$ cat src/hdl/frt_pkg.sv
`timescale 1ns / 1ps
package frt_pkg;

    localparam int CONTEXTS  = 16;
    localparam int MAX_FRAGS = 64;
    localparam int CTX_W     = (CONTEXTS > 1) ? $clog2(CONTEXTS) : 1;
    localparam int CNT_W     = $clog2(CONTEXTS + 1);
    localparam logic [31:0] TIMEOUT_RESET = 32'd1000;
    localparam logic [19:0] NS_PER_MS     = 20'd1000000;
    localparam logic [23:0] BYTES_MAX     = 24'hFFFFFF;

    localparam logic [1:0] KIND_PUSH    = 2'd0;
    localparam logic [1:0] KIND_EXPIRED = 2'd1;
    localparam logic [1:0] KIND_DONE    = 2'd2;

    localparam logic [2:0] ST_STORED    = 3'd0;
    localparam logic [2:0] ST_BAD_HDR   = 3'd1;
    localparam logic [2:0] ST_MISMATCH  = 3'd2;
    localparam logic [2:0] ST_DUPLICATE = 3'd3;
    localparam logic [2:0] ST_COMPLETE  = 3'd4;
    localparam logic [2:0] ST_NO_FREE   = 3'd5;
    localparam logic [2:0] ST_RANGE     = 3'd6;

    typedef struct packed {
        logic        mode;
        logic        header_ok;
        logic [7:0]  port_id;
        logic [31:0] blk_key;
        logic [15:0] strm_tag;
        logic [23:0] blk_bytes;
        logic [6:0]  nfrags;
        logic [7:0]  frag_num;
        logic [15:0] frag_bytes;
        logic [1:0]  frag_flags;
        logic [63:0] time_ns;
    } frt_req_t;

    typedef struct packed {
        logic [1:0]  kind;
        logic [2:0]  status;
        logic        flags_bad;
        logic [7:0]  port_out;
        logic [15:0] stream_out;
        logic [31:0] block_out;
        logic [23:0] bytes_out;
        logic [6:0]  missing_frags;
        logic        last;
    } frt_result_t;

    // Controller to datapath.
    typedef struct packed {
        logic load;       // capture request
        logic search;     // register key match and free slot
        logic push_exec;  // apply push and emit its result
        logic sweep_init; // reset sweep index, register timeout product
        logic sweep_step; // examine one context
        logic sweep_done; // emit closing result
    } frt_cmd_t;

    // Datapath to controller.
    typedef struct packed {
        logic is_sweep;
        logic sweep_last; // the context being examined is the final one
    } frt_status_t;

endpackage

$ cat src/hdl/frt_ctrl.sv
`timescale 1ns / 1ps
module frt_ctrl
    import frt_pkg::*;
(
    input  logic        clk,
    input  logic        rst_n,
    input  logic        start,
    output logic        busy,
    output frt_cmd_t    cmd,
    input  frt_status_t stat
);

    typedef enum logic [5:0] {
        S_IDLE  = 6'b000001,
        S_LOAD  = 6'b000010,
        S_PUSH  = 6'b000100,
        S_SINIT = 6'b001000,
        S_SWEEP = 6'b010000,
        S_SDONE = 6'b100000
    } state_t;

    state_t state_reg, state_next;

    always_ff @(posedge clk or negedge rst_n)
    begin
        if (!rst_n)
        begin
            state_reg <= S_IDLE;
        end
        else
        begin
            state_reg <= state_next;
        end
    end

    always_comb
    begin
        state_next = state_reg;
        cmd        = '0;
        unique case (state_reg)
            S_IDLE:
            begin
                cmd.load = start;
                if (start)
                begin
                    state_next = S_LOAD;
                end
            end
            S_LOAD:
            begin
                if (stat.is_sweep)
                begin
                    cmd.sweep_init = 1'b1;
                    state_next     = S_SINIT;
                end
                else
                begin
                    cmd.search = 1'b1;
                    state_next = S_PUSH;
                end
            end
            S_PUSH:
            begin
                cmd.push_exec = 1'b1;
                state_next    = S_IDLE;
            end
            S_SINIT:
            begin
                // Pass on to the sweep; the timeout product was registered on sweep_init.
                state_next = S_SWEEP;
            end
            S_SWEEP:
            begin
                cmd.sweep_step = 1'b1;
                if (stat.sweep_last)
                begin
                    state_next = S_SDONE;
                end
            end
            S_SDONE:
            begin
                cmd.sweep_done = 1'b1;
                state_next     = S_IDLE;
            end
            default:
            begin
                state_next = S_IDLE;
            end
        endcase
    end

    assign busy = (state_reg != S_IDLE);

endmodule

$ cat config.mk
export PLATFORM = sky130hd
export DESIGN_NAME = frt_ctrl
export DESIGN_NICKNAME = d
export VERILOG_FILES = /design/src/hdl/frt_pkg.sv /design/src/hdl/frt_ctrl.sv
export SDC_FILE = /design/constraint.sdc
export NUM_CORES = 1
export LEC_CHECK = 0
export BUFFER_PORTS_ARGS = -buffer_cell sky130_fd_sc_hd__buf_2
export CAP_MARGIN = 20
export CORE_AREA = 2 2 39 41
export DETAILED_ROUTE_END_ITERATION = 10
export DIE_AREA = 0 0 41 43
export PLACE_DENSITY = 0.45
export SYNTH_ARGS = -nofsm -noshare
export SYNTH_HDL_FRONTEND = slang
export SYNTH_SLANG_ARGS = --single-unit
$ cat constraint.sdc
create_clock -name clk -period 3.02 [get_ports clk]
set_input_delay 0.604 -clock clk [delete_from_list [all_inputs] [get_ports clk]]
set_output_delay 0.604 -clock clk [all_outputs]
set_load 0.005 [all_outputs]
==> metrics.cfg <==
[yosys]
yosys-top-cells-area=dfrtp_1, dfstp_2, and4bb_1
synth.distinct_cells=18
yosysWarnings=0
ys_ff_latch=6
synth_largest_area_cell=dfrtp_1
synth_nets=34
synth.avg_cell_area_sq_um=11.6
synth_seq_area_share_pct=45.0
syn-instance-count=29
synth_top_cell_area_share_pct=37.2
syn_area_sq_um=337

[drt]
totalWireLength_microns=686
dr_total_vias=277
drc=0
ant_nets=0
dr.pass1.iters=4
routedWlPerCell_microns=11.4
drtIter0Drc=8
routed_via_density=4.62

[critical_path]
setup.worst_path.end=cmd[2]
critPathRequiredTime_ns=2.42
worstSetupStartpointType=register
r2r-start=state_reg[5]
worst_path_max_delay_cell=nor4_2
path_cells=nor4_2 > and4b_1 > buf_2
reg2reg_depth=3
r2r-end=state_reg[0]
cp_max_fo=7
r2r_slack_ns=1.68
path_class=reg2out
crit_start=state_reg[5]
cp-end-kind=output pin
cpPeakStageDelay_ns=0.53
arrival_ns=1.59

[power]
irDropWorstVdd_v=0.000279
power_density_nw_per_um2=681
leakagePower_nw=0.214

[clocking]
ctsHoldBuffers=0
clkLatencyLatePin_ns=0.25
cts_setup_buffers=0
cts_tree=yes
clock-sinks=6
root_buffer=clkbuf_4
htree_levels=1
cts.clk_slew.worst_paths_ns=0.05
numCtsBuffers=3
ctsResizeCount=0
clk_path_buf_depth=2

[global_routing]
grt_use_total_pct=10.0
grt_max_degree=9
grt_pass1_wl_mm=1.09
antenna_found_initial=0
grt-ovfl-total=0
grt_pass1_vias=269

[layout]
largest_reg_flops=6
final_nets=50
area_growth_pct=30.1
nFillCells=152
stdcell_count=60
num_antenna_cells=0
final_layout_size_suffix_gt1_share_pct=40.9

[floorplan]
die_w_microns=41
die_area_sq_um=1760
io_pins=12
die_h_microns=43
initial_core_util_pct=24.3
core_area_sq_um=1380
row_count=14

[job]
drv_cap=0

[timing]
period_share_pct=72.6
final.setup.tns_ns=0
skew_ns=0.00137
min_period_ns=2.19
final_hold_viol_count=0
slew_headroom_pct=66.5
max_freq_ghz=0.456
slew_viol_final=0
rsz0062_at_grt=no
worst_pin_slew_ns=0.499
setup_viol=0

[worst_hold_path]
min_path_type=in2async

[place]
io_buffers=11
dp.final_hpwl_microns=542
gp_congestion=0.710
place_inst=56

[outcome]
status=finished clean

## routing by layer
metal | global-route usage, % | vias to the layer above | wire length (microns)
met5 | 0 | - | 0
met2 | 11.6 | 5 | 319
li1 | - | 145 | -
met1 | 13.4 | 125 | 320
met4 | 10.0 | 0 | 12
met3 | 3.14 | 2 | 33
## cell families (layout without fill, tap and decap cells)
group	Yosys count	in the layout	synth area share, %
buf+inv	1	16	1.11
simple gates	19	19	45.4
compound gates	3	3	8.55
flops	6	6	45.0
## worst max-delay path, delay by kind of cell, from the launching register on
kind	cells	cell delay [ns]
and+or+nand+nor	2	0.80
DFF	1	0.44
buffers and inverters	1	0.11
## report_power, final
part / internal [W] / switching (W) / total [W]
sequential: 0.0000998 / 0.0000215 / 0.000121
clock: 0.0000503 / 0.0000331 / 0.0000834
combinational: 0.0000477 / 0.0000459 / 0.0000936
## cells in the mapped netlist
cell type and count:
and4b_1 2, nor4_1 1, and3_1 2, nor2b_1 1
nand2_1 1, inv_1 1, dfrtp_1 5, dfstp_2 1
and4bb_1 2, nand2b_1 2, nor4_2 2, or2_1 3
a2111oi_2 1, nand3b_1 1, a2111oi_0 1, nor4b_1 1
and2_1 1, a21oi_1 1
## worst min-delay path by stage
stage           from      endpoint  slack, ns  cells after the start
6_report       rst_n  state_reg[3]       0.17                      1
5_1_grt        rst_n  state_reg[3]       0.17                      1
3_3_place_gp   rst_n  state_reg[4]       0.44                      1
2_1_floorplan  rst_n  state_reg[1]       0.31                      0
3_5_place_dp   rst_n  state_reg[2]       0.44                      1
4_1_cts        rst_n  state_reg[2]       0.16                      1
## cells in the final DEF (no fill, tap or decap), types with 2 or more instances in the layout
cell type  netlist  routed
and4b_1          2       2
nor4_2           2       2
clkbuf_4         0       3
and4bb_1         2       2
nand2b_1         2       2
and3_1           2       2
buf_2            0      11
dfrtp_1          5       5
or2_1            3       3
## stage by stage
stage	utilization, %	hold WS [ns]	setup WS, ns	power [W]	area, sq um
after floorplan	-	0.308	1.33	0.000180	337
after global placement	29.7	0.436	1.15	0.000215	412
after detailed placement	29.7	0.437	1.11	0.000216	412
after CTS	31.6	0.164	0.832	0.000304	438
after global routing	31.6	0.168	0.733	0.000322	438
final	31.6	0.169	0.826	0.000298	438
## final cells by class
type / instances / area (sq um) / share of cell area [%]
tap: 16 / 20.0 / 4.57
sequential: 6 / 151 / 34.6
clock buffer: 4 / 26.3 / 6.00
inverter: 1 / 3.75 / 0.857
multi-input combinational: 22 / 181 / 41.4
timing repair buffer: 11 / 55.1 / 12.6
No activity file was read; power rests on OpenSTA's default activity.
